--- config.mk ---
export PLATFORM = sky130hd
export DESIGN_NAME = symbolic_permission_mode_parser_core_flat
export DESIGN_NICKNAME = d
export VERILOG_FILES = /design/src/hw/rtl/smpp_pkg.sv /design/src/hw/rtl/smpp_if.sv /design/src/hw/rtl/symbolic_permission_mode_parser_core.sv /design/src/hw/rtl/smpp_front.sv /design/src/hw/rtl/smpp_queue.sv /design/src/hw/rtl/smpp_back.sv /design/src/flat_wrapper.sv
export SDC_FILE = /design/constraint.sdc
export NUM_CORES = 1
export LEC_CHECK = 0
export ABC_AREA = 1
export BUFFER_PORTS_ARGS = -buffer_cell sky130_fd_sc_hd__buf_4
export CORE_MARGIN = 1
export CORE_UTILIZATION = 40
export DETAILED_ROUTE_END_ITERATION = 16
export GPL_TIMING_DRIVEN = 0
export PLACE_DENSITY_LB_ADDON = 0.05
export SLEW_MARGIN = 20
export SYNTH_ARGS = -nofsm -noshare
export SYNTH_HDL_FRONTEND = slang
export SYNTH_SLANG_ARGS = --single-unit
--- constraint.sdc ---
create_clock -name i_clk -period 3.5 [get_ports i_clk]
set_input_delay 0.7 -clock i_clk [delete_from_list [all_inputs] [get_ports i_clk]]
set_output_delay 0.7 -clock i_clk [all_outputs]
set_load 0.02 [all_outputs]
--- src/hw/rtl/smpp_pkg.sv ---
// Shared types, constants and the helper function of the permission-mode parser.
package smpp_pkg;

    localparam int WORD_W  = 9;
    localparam int CHAR_W  = 8;
    localparam int DIGIT_W = 3;

    localparam int QUEUE_DEPTH = 4;
    localparam int QUEUE_IDX_W = $clog2(QUEUE_DEPTH);
    localparam int QUEUE_CNT_W = $clog2(QUEUE_DEPTH + 1);

    localparam logic [WORD_W-1:0] WHO_U  = 9'b111000000;
    localparam logic [WORD_W-1:0] WHO_G  = 9'b000111000;
    localparam logic [WORD_W-1:0] WHO_O  = 9'b000000111;
    localparam logic [WORD_W-1:0] WHO_A  = 9'b111111111;
    localparam logic [WORD_W-1:0] PERM_R = 9'b100100100;
    localparam logic [WORD_W-1:0] PERM_W = 9'b010010010;
    localparam logic [WORD_W-1:0] PERM_X = 9'b001001001;

    typedef enum logic [1:0] {
        OP_NONE   = 2'd0,
        OP_SET    = 2'd1,
        OP_CLEAR  = 2'd2,
        OP_ASSIGN = 2'd3
    } t_op;

    typedef enum logic [2:0] {
        CLS_OTHER = 3'd0,
        CLS_WHO   = 3'd1,
        CLS_PERM  = 3'd2,
        CLS_OP    = 3'd3,
        CLS_COMMA = 3'd4
    } t_cls;

    // One classified request as it travels from the front end to the back end.
    typedef struct packed {
        logic                is_load;
        logic [WORD_W-1:0]   value;
        t_cls                cls;
        logic [WORD_W-1:0]   mask;
        t_op                 op;
        logic                is_digit;
        logic [DIGIT_W-1:0]  digit;
        logic                is_last;
    } t_token;

    function automatic logic [WORD_W-1:0] apply_op(
        input logic [WORD_W-1:0] word,
        input logic [WORD_W-1:0] who,
        input logic [WORD_W-1:0] bits,
        input t_op               op
    );
        logic [WORD_W-1:0] sel;
        logic [WORD_W-1:0] res;
        sel = who & bits;
        case (op)
            OP_SET:    res = word | sel;
            OP_CLEAR:  res = word & ~sel;
            OP_ASSIGN: res = (word & ~who) | sel;
            default:   res = word;
        endcase
        return res;
    endfunction

endpackage

--- src/hw/rtl/smpp_if.sv ---
// Handshake interfaces for the request and result channels of the parser.
interface smpp_req_if;
    logic                          valid;
    logic                          ready;
    logic                          action;
    logic [smpp_pkg::WORD_W-1:0]   value;
    logic [smpp_pkg::CHAR_W-1:0]   ch;
    logic                          is_last;

    modport source(output valid, action, value, ch, is_last, input ready);
    modport sink(input valid, action, value, ch, is_last, output ready);
endinterface

interface smpp_rsp_if;
    logic                          valid;
    logic                          ready;
    logic [smpp_pkg::WORD_W-1:0]   permissions;
    logic                          octal_form;

    modport source(output valid, permissions, octal_form, input ready);
    modport sink(input valid, permissions, octal_form, output ready);
endinterface

--- src/hw/rtl/symbolic_permission_mode_parser_core.sv ---
// Top level of the symbolic and octal permission-mode parser.
//
// The block holds a nine-bit permission word. A request with action 0 loads
// the word from value and drops any string in progress; a request with
// action 1 carries one character of a mode string, and is_last marks the
// final one. Letters u, g, o, a build the class mask, r, w, x build the
// permission mask, and +, - and = select set, clear or assign; the pending
// operation is applied on a comma and at the end of the string. A string
// with no operator at all is read instead as the octal digits that lead it,
// keeping the low nine bits. Exactly one result (the final word, and a flag
// telling whether the octal form was used) comes out per string, after its
// last character; load requests and other characters give none. The block
// takes one request per clock cycle while the token queue is not full. The
// front end classifies each character and writes it into a four-entry token
// queue; the back end retires one token per cycle into the permission state,
// except that a token ending a string waits while the output register still
// holds an untaken result. A string's last character passes through the token
// queue and then the output register before its result is offered. The
// result sits in an output register. While it waits, the back end keeps
// retiring characters until the end of the next string reaches it; from then
// on the queue fills, and once its four entries are full the request side stalls.
module symbolic_permission_mode_parser_core (
    input  logic        i_clk,
    input  logic        i_rst_n,
    smpp_req_if.sink    i_req,
    smpp_rsp_if.source  o_rsp
);
    import smpp_pkg::*;

    logic   push;
    t_token push_tok;
    logic   queue_full;
    logic   tok_valid;
    t_token tok;
    logic   tok_pop;

    // Classify incoming characters; the queue's full flag sets request ready.
    smpp_front u_front (
        .i_req        (i_req),
        .i_queue_full (queue_full),
        .o_push       (push),
        .o_tok        (push_tok)
    );

    // Token queue that lets the request side run while a result waits.
    smpp_queue u_queue (
        .i_clk      (i_clk),
        .i_rst_n    (i_rst_n),
        .i_push     (push),
        .i_push_tok (push_tok),
        .o_full     (queue_full),
        .o_valid    (tok_valid),
        .o_tok      (tok),
        .i_pop      (tok_pop)
    );

    // Permission state, mask building, operator application and result.
    smpp_back u_back (
        .i_clk       (i_clk),
        .i_rst_n     (i_rst_n),
        .i_tok_valid (tok_valid),
        .i_tok       (tok),
        .o_tok_pop   (tok_pop),
        .o_rsp       (o_rsp)
    );

endmodule

--- src/hw/rtl/smpp_front.sv ---
// Front end: accepts requests and classifies each character into a token.
module smpp_front (
    smpp_req_if.sink                i_req,
    input  logic                    i_queue_full,
    output logic                    o_push,
    output smpp_pkg::t_token        o_tok
);
    import smpp_pkg::*;

    localparam logic [CHAR_W-1:0] CH_U     = 8'h75;
    localparam logic [CHAR_W-1:0] CH_G     = 8'h67;
    localparam logic [CHAR_W-1:0] CH_O     = 8'h6F;
    localparam logic [CHAR_W-1:0] CH_A     = 8'h61;
    localparam logic [CHAR_W-1:0] CH_R     = 8'h72;
    localparam logic [CHAR_W-1:0] CH_W     = 8'h77;
    localparam logic [CHAR_W-1:0] CH_X     = 8'h78;
    localparam logic [CHAR_W-1:0] CH_PLUS  = 8'h2B;
    localparam logic [CHAR_W-1:0] CH_MINUS = 8'h2D;
    localparam logic [CHAR_W-1:0] CH_EQ    = 8'h3D;
    localparam logic [CHAR_W-1:0] CH_COMMA = 8'h2C;
    localparam logic [CHAR_W-1:0] CH_ZERO  = 8'h30;
    localparam logic [CHAR_W-1:0] CH_SEVEN = 8'h37;

    assign i_req.ready = !i_queue_full;
    assign o_push      = i_req.valid && !i_queue_full;

    always_comb begin
        o_tok          = '0;
        o_tok.is_load  = !i_req.action;
        o_tok.value    = i_req.value;
        o_tok.is_last  = i_req.action && i_req.is_last;
        o_tok.cls      = CLS_OTHER;
        o_tok.mask     = '0;
        o_tok.op       = OP_NONE;
        o_tok.is_digit = (i_req.ch >= CH_ZERO) && (i_req.ch <= CH_SEVEN);
        o_tok.digit    = i_req.ch[DIGIT_W-1:0];
        case (i_req.ch)
            CH_U: begin
                o_tok.cls  = CLS_WHO;
                o_tok.mask = WHO_U;
            end
            CH_G: begin
                o_tok.cls  = CLS_WHO;
                o_tok.mask = WHO_G;
            end
            CH_O: begin
                o_tok.cls  = CLS_WHO;
                o_tok.mask = WHO_O;
            end
            CH_A: begin
                o_tok.cls  = CLS_WHO;
                o_tok.mask = WHO_A;
            end
            CH_R: begin
                o_tok.cls  = CLS_PERM;
                o_tok.mask = PERM_R;
            end
            CH_W: begin
                o_tok.cls  = CLS_PERM;
                o_tok.mask = PERM_W;
            end
            CH_X: begin
                o_tok.cls  = CLS_PERM;
                o_tok.mask = PERM_X;
            end
            CH_PLUS: begin
                o_tok.cls = CLS_OP;
                o_tok.op  = OP_SET;
            end
            CH_MINUS: begin
                o_tok.cls = CLS_OP;
                o_tok.op  = OP_CLEAR;
            end
            CH_EQ: begin
                o_tok.cls = CLS_OP;
                o_tok.op  = OP_ASSIGN;
            end
            CH_COMMA: begin
                o_tok.cls = CLS_COMMA;
            end
            default: begin
                o_tok.cls = CLS_OTHER;
            end
        endcase
    end

endmodule

--- src/hw/rtl/smpp_queue.sv ---
// Small register queue of classified tokens between front end and back end.
module smpp_queue (
    input  logic                    i_clk,
    input  logic                    i_rst_n,
    input  logic                    i_push,
    input  smpp_pkg::t_token        i_push_tok,
    output logic                    o_full,
    output logic                    o_valid,
    output smpp_pkg::t_token        o_tok,
    input  logic                    i_pop
);
    import smpp_pkg::*;

    t_token                   r_mem [QUEUE_DEPTH];
    logic [QUEUE_IDX_W-1:0]   r_wr;
    logic [QUEUE_IDX_W-1:0]   n_wr;
    logic [QUEUE_IDX_W-1:0]   r_rd;
    logic [QUEUE_IDX_W-1:0]   n_rd;
    logic [QUEUE_CNT_W-1:0]   r_cnt;
    logic [QUEUE_CNT_W-1:0]   n_cnt;
    logic                     push_ok;
    logic                     pop_ok;

    assign o_full  = (r_cnt == QUEUE_CNT_W'(QUEUE_DEPTH));
    assign o_valid = (r_cnt != '0);
    assign o_tok   = r_mem[r_rd];
    assign push_ok = i_push && !o_full;
    assign pop_ok  = i_pop && o_valid;

    always_comb begin
        n_wr  = push_ok ? r_wr + 1'b1 : r_wr;
        n_rd  = pop_ok ? r_rd + 1'b1 : r_rd;
        n_cnt = r_cnt;
        if (push_ok && !pop_ok) begin
            n_cnt = r_cnt + 1'b1;
        end else if (pop_ok && !push_ok) begin
            n_cnt = r_cnt - 1'b1;
        end
    end

    always_ff @(posedge i_clk) begin
        if (!i_rst_n) begin
            r_wr  <= '0;
            r_rd  <= '0;
            r_cnt <= '0;
        end else begin
            r_wr  <= n_wr;
            r_rd  <= n_rd;
            r_cnt <= n_cnt;
        end
    end

    always_ff @(posedge i_clk) begin
        if (push_ok) begin
            r_mem[r_wr] <= i_push_tok;
        end
    end

endmodule

--- src/hw/rtl/smpp_back.sv ---
// Back end: applies tokens to the permission state and registers the result.
module smpp_back (
    input  logic                    i_clk,
    input  logic                    i_rst_n,
    input  logic                    i_tok_valid,
    input  smpp_pkg::t_token        i_tok,
    output logic                    o_tok_pop,
    smpp_rsp_if.source              o_rsp
);
    import smpp_pkg::*;

    logic [WORD_W-1:0] r_word;
    logic [WORD_W-1:0] n_word;
    logic [WORD_W-1:0] r_who;
    logic [WORD_W-1:0] n_who;
    logic [WORD_W-1:0] r_bits;
    logic [WORD_W-1:0] n_bits;
    t_op               r_op;
    t_op               n_op;
    logic              r_op_seen;
    logic              n_op_seen;
    logic [WORD_W-1:0] r_oct;
    logic [WORD_W-1:0] n_oct;
    logic              r_oct_stop;
    logic              n_oct_stop;
    logic              r_out_valid;
    logic              n_out_valid;
    logic [WORD_W-1:0] r_out_perm;
    logic [WORD_W-1:0] n_out_perm;
    logic              r_out_oct;
    logic              n_out_oct;
    logic              take;

    // A token that ends a string needs the result register free or being taken.
    assign take = i_tok_valid
        && (!i_tok.is_last || !r_out_valid || o_rsp.ready);
    assign o_tok_pop = take;

    assign o_rsp.valid       = r_out_valid;
    assign o_rsp.permissions = r_out_perm;
    assign o_rsp.octal_form  = r_out_oct;

    always_comb begin
        n_word      = r_word;
        n_who       = r_who;
        n_bits      = r_bits;
        n_op        = r_op;
        n_op_seen   = r_op_seen;
        n_oct       = r_oct;
        n_oct_stop  = r_oct_stop;
        n_out_valid = r_out_valid && !o_rsp.ready;
        n_out_perm  = r_out_perm;
        n_out_oct   = r_out_oct;
        if (take) begin
            if (i_tok.is_load) begin
                n_word     = i_tok.value;
                n_who      = '0;
                n_bits     = '0;
                n_op       = OP_NONE;
                n_op_seen  = 1'b0;
                n_oct      = '0;
                n_oct_stop = 1'b0;
            end else begin
                if (!r_oct_stop) begin
                    if (i_tok.is_digit) begin
                        n_oct = {r_oct[WORD_W-DIGIT_W-1:0], i_tok.digit};
                    end else begin
                        n_oct_stop = 1'b1;
                    end
                end
                case (i_tok.cls)
                    CLS_WHO:  n_who  = r_who | i_tok.mask;
                    CLS_PERM: n_bits = r_bits | i_tok.mask;
                    CLS_OP: begin
                        n_op      = i_tok.op;
                        n_op_seen = 1'b1;
                    end
                    CLS_COMMA: begin
                        if (r_op != OP_NONE) begin
                            n_word = apply_op(r_word, r_who, r_bits, r_op);
                            n_who  = '0;
                            n_bits = '0;
                            n_op   = OP_NONE;
                        end
                    end
                    default: begin
                    end
                endcase
                if (i_tok.is_last) begin
                    n_word = apply_op(n_word, n_who, n_bits, n_op);
                    if (!n_op_seen) begin
                        n_word = n_oct;
                    end
                    n_out_valid = 1'b1;
                    n_out_perm  = n_word;
                    n_out_oct   = !n_op_seen;
                    n_who       = '0;
                    n_bits      = '0;
                    n_op        = OP_NONE;
                    n_op_seen   = 1'b0;
                    n_oct       = '0;
                    n_oct_stop  = 1'b0;
                end
            end
        end
    end

    always_ff @(posedge i_clk) begin
        if (!i_rst_n) begin
            r_word      <= '0;
            r_who       <= '0;
            r_bits      <= '0;
            r_op        <= OP_NONE;
            r_op_seen   <= 1'b0;
            r_oct       <= '0;
            r_oct_stop  <= 1'b0;
            r_out_valid <= 1'b0;
        end else begin
            r_word      <= n_word;
            r_who       <= n_who;
            r_bits      <= n_bits;
            r_op        <= n_op;
            r_op_seen   <= n_op_seen;
            r_oct       <= n_oct;
            r_oct_stop  <= n_oct_stop;
            r_out_valid <= n_out_valid;
        end
    end

    always_ff @(posedge i_clk) begin
        r_out_perm <= n_out_perm;
        r_out_oct  <= n_out_oct;
    end

endmodule

--- src/flat_wrapper.sv ---
// flat-port wrapper written by rule: the top's interface ports become plain ports
module symbolic_permission_mode_parser_core_flat import smpp_pkg::*;
  (i_clk, i_rst_n, i_req_valid, i_req_action, i_req_value, i_req_ch, i_req_is_last, i_req_ready, o_rsp_valid, o_rsp_permissions, o_rsp_octal_form, o_rsp_ready);
  smpp_req_if i_req_i ();
  smpp_rsp_if o_rsp_i ();
  input  logic i_clk;
  input  logic i_rst_n;
  input wire logic [$bits(i_req_i.valid)-1:0] i_req_valid;
  input wire logic [$bits(i_req_i.action)-1:0] i_req_action;
  input wire logic [$bits(i_req_i.value)-1:0] i_req_value;
  input wire logic [$bits(i_req_i.ch)-1:0] i_req_ch;
  input wire logic [$bits(i_req_i.is_last)-1:0] i_req_is_last;
  output wire logic [$bits(i_req_i.ready)-1:0] i_req_ready;
  output wire logic [$bits(o_rsp_i.valid)-1:0] o_rsp_valid;
  output wire logic [$bits(o_rsp_i.permissions)-1:0] o_rsp_permissions;
  output wire logic [$bits(o_rsp_i.octal_form)-1:0] o_rsp_octal_form;
  input wire logic [$bits(o_rsp_i.ready)-1:0] o_rsp_ready;
  assign i_req_i.valid = i_req_valid;
  assign i_req_i.action = i_req_action;
  assign i_req_i.value = i_req_value;
  assign i_req_i.ch = i_req_ch;
  assign i_req_i.is_last = i_req_is_last;
  assign i_req_ready = i_req_i.ready;
  assign o_rsp_valid = o_rsp_i.valid;
  assign o_rsp_permissions = o_rsp_i.permissions;
  assign o_rsp_octal_form = o_rsp_i.octal_form;
  assign o_rsp_i.ready = o_rsp_ready;
  symbolic_permission_mode_parser_core u_core (.i_clk(i_clk), .i_rst_n(i_rst_n), .i_req(i_req_i), .o_rsp(o_rsp_i));
endmodule
# After elaboration in Yosys (flattened, before gate mapping)
# Memory sizes are Yosys's and may differ from the RTL's. A register that Yosys moved wholly into a read port is not among the register bits.
# Cells that the tools add are included.
[totals]
mem_count = 1
ram_bits = 116
ff_bits = 58
elab_cells = 137
inputBits = 23
out_inout_bits = 12
[classes]
n_eq_ne = 22
mux = 52
n_lt_le_gt_ge = 2
n_reduce_logical = 26
add_sub_neg = 4
bitwise = 17
[memory_table]
columns = ["name", "depth", "width", "read_ports", "rd_ports_with_merged_regs", "write_ports", "line_no", "source"]
rows = [
  ["u_core.u_queue.r_mem", 4, 29, 1, 1, 1, "smpp_queue.sv:14", "t_token r_mem [QUEUE_DEPTH];"],
]
[op_table]
columns = ["operator", "count"]
rows = [
  ["$mux W9", 21],
  ["$pmux W9 S7", 1],
  ["$eq A8 B7 Y1 const B", 7],
  ["$and A9 B9 Y9", 6],
  ["$or A9 B9 Y9", 6],
  ["$pmux W9 S3", 2],
  ["$not A9 Y9", 4],
  ["$pmux W9 S2", 2],
  ["$eq A8 B6 Y1 const B", 4],
  ["$mux W1", 14],
  ["$mux W2", 7],
  ["$pmux W3 S4", 1],
  ["$logic_and A1 B1 Y1", 9],
  ["$eq A2 B2 Y1 const B", 4],
  ["$ge A8 B6 Y1 const B", 1],
  ["$le A8 B6 Y1 const B", 1],
  ["$logic_not A1 Y1", 8],
  ["$eq A3 B2 Y1 const B", 2],
  ["$eq A3 B3 Y1 const B", 2],
  ["$mux W3", 2],
  ["$pmux W2 S3", 1],
  ["$reduce_or A3 Y1", 2],
  ["$add A2 B1 Y2 const B", 2],
  ["$eq A2 B1 Y1 const B", 2],
  ["10 further kinds", 12],
]

# Logic depth before layout (Yosys ltp)
[depth]
ltp_word = 14
ltp_mapped = 20
depth_no_buf = 18

# Cells and area by module
# From an unflattened synthesis, not the netlist that was laid out.
[unflattened]
hier_cells = 976
hier_area_um2 = 8869.8
[modules_own_cells]
columns = ["mod", "area_each_um2", "cells_per_inst", "n_inst", "seq_area_each_um2"]
rows = [
  ["smpp_queue", 5094.9, 350, 1, 3663.5],
  ["smpp_back", 3354.5, 544, 1, 1121.1],
  ["smpp_front", 420.4, 82, 1, 0.0],
]

# Worst setup path after synthesis
# OpenSTA, ideal clock, no wires.
[synth_timing]
kind = "input-to-reg"
startpoint = "input port i_req_valid"
endpoint = "memory u_core.u_queue.r_mem[0][0] in the netlist's numbering (enable)"
cell_stages = 2
setup_time_ps = 415
n_path_buf = 0
arrival_ps = 2108
setup_slack_ps = 977
required_time_ps = 3085
cell_sequence = "nand2_1 nor2_1"
[synth_via]
elab_chain_cells = 4
[synth_rtl]
columns = ["element", "line_no", "source"]
rows = [
  ["start, declared", "flat_wrapper.sv:8", "input wire logic [$bits(i_req_i.valid)-1:0] i_req_valid;"],
  ["$logic_and A1 B1 Y1", "smpp_front.sv:25", "assign o_push = i_req.valid && !i_queue_full;"],
  ["$logic_and A1 B1 Y1", "smpp_queue.sv:27", "assign push_ok = i_push && !o_full;"],
  ["$mux W1", "smpp_queue.sv:54", "if (push_ok) begin"],
  ["$mux W1 (implied by the code)", "smpp_queue.sv:55", "r_mem[r_wr] <= i_push_tok;"],
  ["end, declared", "smpp_queue.sv:14", ""],
]
# Every way passes these cells.

==> flow_summary.toml <==
[route]
routed_wl_um = 22800
firstDrtPassIters = 8
via_per_inst = 5.02
dr.first_iter.drc_count = 466
antenna_left = 0
drc = 0
via_count = 6771
wl_per_cell_um = 16.9

[final_layout]
diodes = 0
drive_gt1_frac = 0.130
synthToLayoutAreaGrowth_pct = 15.5
nFillCells = 2097
multi_input_area_um2 = 3130
fin_nets = 1089
seq_area_um2 = 4780

[synth]
yosysUniqueCellTypes = 39
syn_area_per_cell_um2 = 8.59
ys_seq_elements = 176
synth-edff-count = 126
ys_seq_area_frac = 0.555
synthesis.instances = 1004
synth_area_um2 = 8620
syn_nets = 1033
ys.flop_type = "edfxtp_1"
synth_async_sr_flop_share = 0
ys_warn_count = 0

[global_route]
antenna_found_initial = 0
grt-busiest-layer = "met2"
grt_max_degree = 21
met2_usage = 0.352
grt_use_met1 = 0.308
grt_pass1_wl_um = 36200
grt.total_usage = 0.221
grt_pass1_vias = 6444
overflow = 0
grt_use_met3 = 0.0324

[sta]
fin_worst_skew_ns = 0.0134
hold_slack_ns = 0.458
min_period_over_period = 0.776
finalHoldViolations = 0
fin_ws_ns = 0.784
finalCriticalPeriod_ns = 2.72
max_slew_margin = 0.366
timing.fmax_mhz = 368
rsz0062_at_grt = "false"
report.final.slew_viol_count = 0
setup_viol = 0
worst_pin_slew_ns = 0.943

[cts]
post_cts_buffers = 0
numCtsBuffers = 17
root_buffer = "clkbuf_16"
clkTransAtPathRegs_ns = 0.08
clockBufferDepth = 2
cts_tree = "built"
htreeDepth = 4
cts.repair.resized = 0
clock_sinks = 176
clock_latency_ns = 0.44
holdBufCountCts = 0

[critical_path]
crit_arrival_ns = 3.04
cp.required_ns = 3.82
crit_path_start_kind = "flip-flop"
path_class = "reg -> reg"
end_kind = "flip-flop"
path_max_fanout = 17

[die]
coreArea_um2 = 21100
start_util = 0.409
fp-row-count = 53
die-area_um2 = 22200
chipWidth_um = 149
pin_count = 35
die_h_um = 149

[power]
finalPower_mw = 8.51
power.density_nw_per_um2 = 854
leakagePower_nw = 4.14
ir_worst_vdd_mv = 0.392

[placed_design]
port_buffers = 34
place_hpwl_um = 16600
gp_congestion = 0.866
dp_slack_ns = 0.199

[outcome]
outcome = "complete, no violations"

[run]
maxCapViolCount = 0

[hold_path]
hold_class = "in -> reg"
==> final timing paths <==
check                            from                           to  slack, ns  cells past startpoint
max                         flip-flop      u_core.u_queue.r_cnt[2]       0.78                     14
min                    i_req_value[4]  u_core.u_queue.r_mem[3][23]       0.46                      1
min reg2reg  u_core.u_back.r_oct_stop     u_core.u_back.r_oct_stop       0.47                      2
max reg2reg                 flip-flop      u_core.u_queue.r_cnt[2]       0.78                     14
==> per-layer routing <==
layer	up-vias	wire length [um]
met5	-	0
met4	0	510
met3	30	798
met2	145	10500
met1	3165	10900
li1	3431	-
==> report_power, final <==
| group | leakage, nW | internal [mW] | switching [mW] |
|---|---|---|---|
| Sequential | 1.56 | 2.59 | 0.145 |
| Combinational | 2.28 | 1.15 | 2.64 |
| Clock | 0.297 | 1.03 | 0.938 |
| Total | 4.14 | 4.78 | 3.73 |
==> cells by family (layout without fill, tap and decap cells) <==
logic type	Yosys count	count (layout)	synth area share
and+or+nand+nor	479	479	0.240
adders and majority gates	6	6	0.00958
muxes	1	1	0.00116
buffers and inverters	170	239	0.0853
AOI/OAI and AO/OA	171	171	0.109
DFF	176	176	0.555
xor gates and xnor gates	1	1	0.00102
==> final cells by class <==
| cell class | instances | share of cell area |
|---|---|---|
| repair buffers | 38 | 0.0359 |
| multi-input cells | 658 | 0.315 |
| clock inverters | 15 | 0.0187 |
| flip-flops and latches | 176 | 0.480 |
| clock buffers | 17 | 0.0427 |
| well taps | 275 | 0.0345 |
| inverters | 131 | 0.0496 |
| plain buffers | 38 | 0.0239 |
==> stage by stage <==
stage	utilization	instances	TNS [ns]	cell area, um^2
after CTS	0.473	1349	0	9970
after floorplan	-	1004	0	8620
after global placement	0.437	1313	-37.42	9220
after global routing	0.473	1348	0	9960
final	0.473	1348	0	9960
after detailed placement	0.444	1317	0	9360
==> sequential cells by signal (all words and copies together) (netlist names), named ones only <==
register / flops
u_core.u_back.r_bits: 9
u_core.u_back.r_oct: 9
u_core.u_back.o_rsp.permissions: 9
u_core.u_back.o_rsp.valid: 1
u_core.u_queue.r_mem: 116
u_core.u_back.r_oct_stop: 1
u_core.u_back.r_word: 9
u_core.u_queue.r_cnt: 3
u_core.u_back.r_op_seen: 1
u_core.u_back.r_op: 2
u_core.u_back.r_who: 9
u_core.u_queue.r_rd: 2
u_core.u_queue.r_wr: 2
u_core.u_back.o_rsp.octal_form: 1
==> critical path, cell delays in order (launching register included) <==
cell     delay (ns)
dfxtp_1        0.38
inv_1          0.08
buf_2          0.23
nand3_1        0.14
nand2_2        0.19
inv_2          0.16
nand2_2        0.07
nand2_4        0.23
ha_1           0.21
inv_1          0.07
fa_1           0.38
a21oi_1        0.14
o21ai_0        0.11
o21ai_0        0.16
a21oi_1        0.06
==> placed cells by master, fill, tap and decap left out, types with 3 or more instances in the layout <==
master / n
clkbuf_1: 12
clkbuf_16: 17
buf_6: 8
clkinv_8: 3
inv_2: 6
edfxtp_1: 126
dfxtp_1: 50
buf_16: 3
nand3_2: 5
nor3_1: 3
ha_1: 5
nand2_1: 304
a21oi_2: 7
o22ai_1: 12
a21oi_1: 74
nand3_1: 57
nor2_4: 4
buf_2: 13
o221ai_1: 3
nand4_1: 13
inv_8: 5
inv_6: 4
nand2_4: 4
nor4_1: 5
or2_2: 5
nand2_2: 6
nor2_1: 68
o211ai_1: 4
inv_1: 124
o21ai_0: 64
buf_4: 39
==> cell usage after synthesis, types with 2 or more instances <==
master	number	share of area
a21oi_1	74	0.043
a21oi_2	7	0.0071
a31oi_1	2	0.0015
buf_2	13	0.0075
buf_4	5	0.0044
buf_6	8	0.010
clkbuf_1	13	0.0057
dfxtp_1	50	0.12
edfxtp_1	126	0.44
ha_1	5	0.0073
inv_1	124	0.054
inv_2	6	0.0026
nand2_1	304	0.13
nand2_2	6	0.0044
nand2_4	4	0.0052
nand3_1	57	0.033
nand3_2	5	0.0058
nand3_4	2	0.0041
nand4_1	13	0.0094
nor2_1	72	0.031
nor3_1	3	0.0017
nor4_1	5	0.0036
o211ai_1	4	0.0035
o21ai_0	64	0.037
o221ai_1	3	0.0030
o22ai_1	12	0.0087
or2_2	5	0.0036
Note: power is estimated with default switching activity, not from simulation.
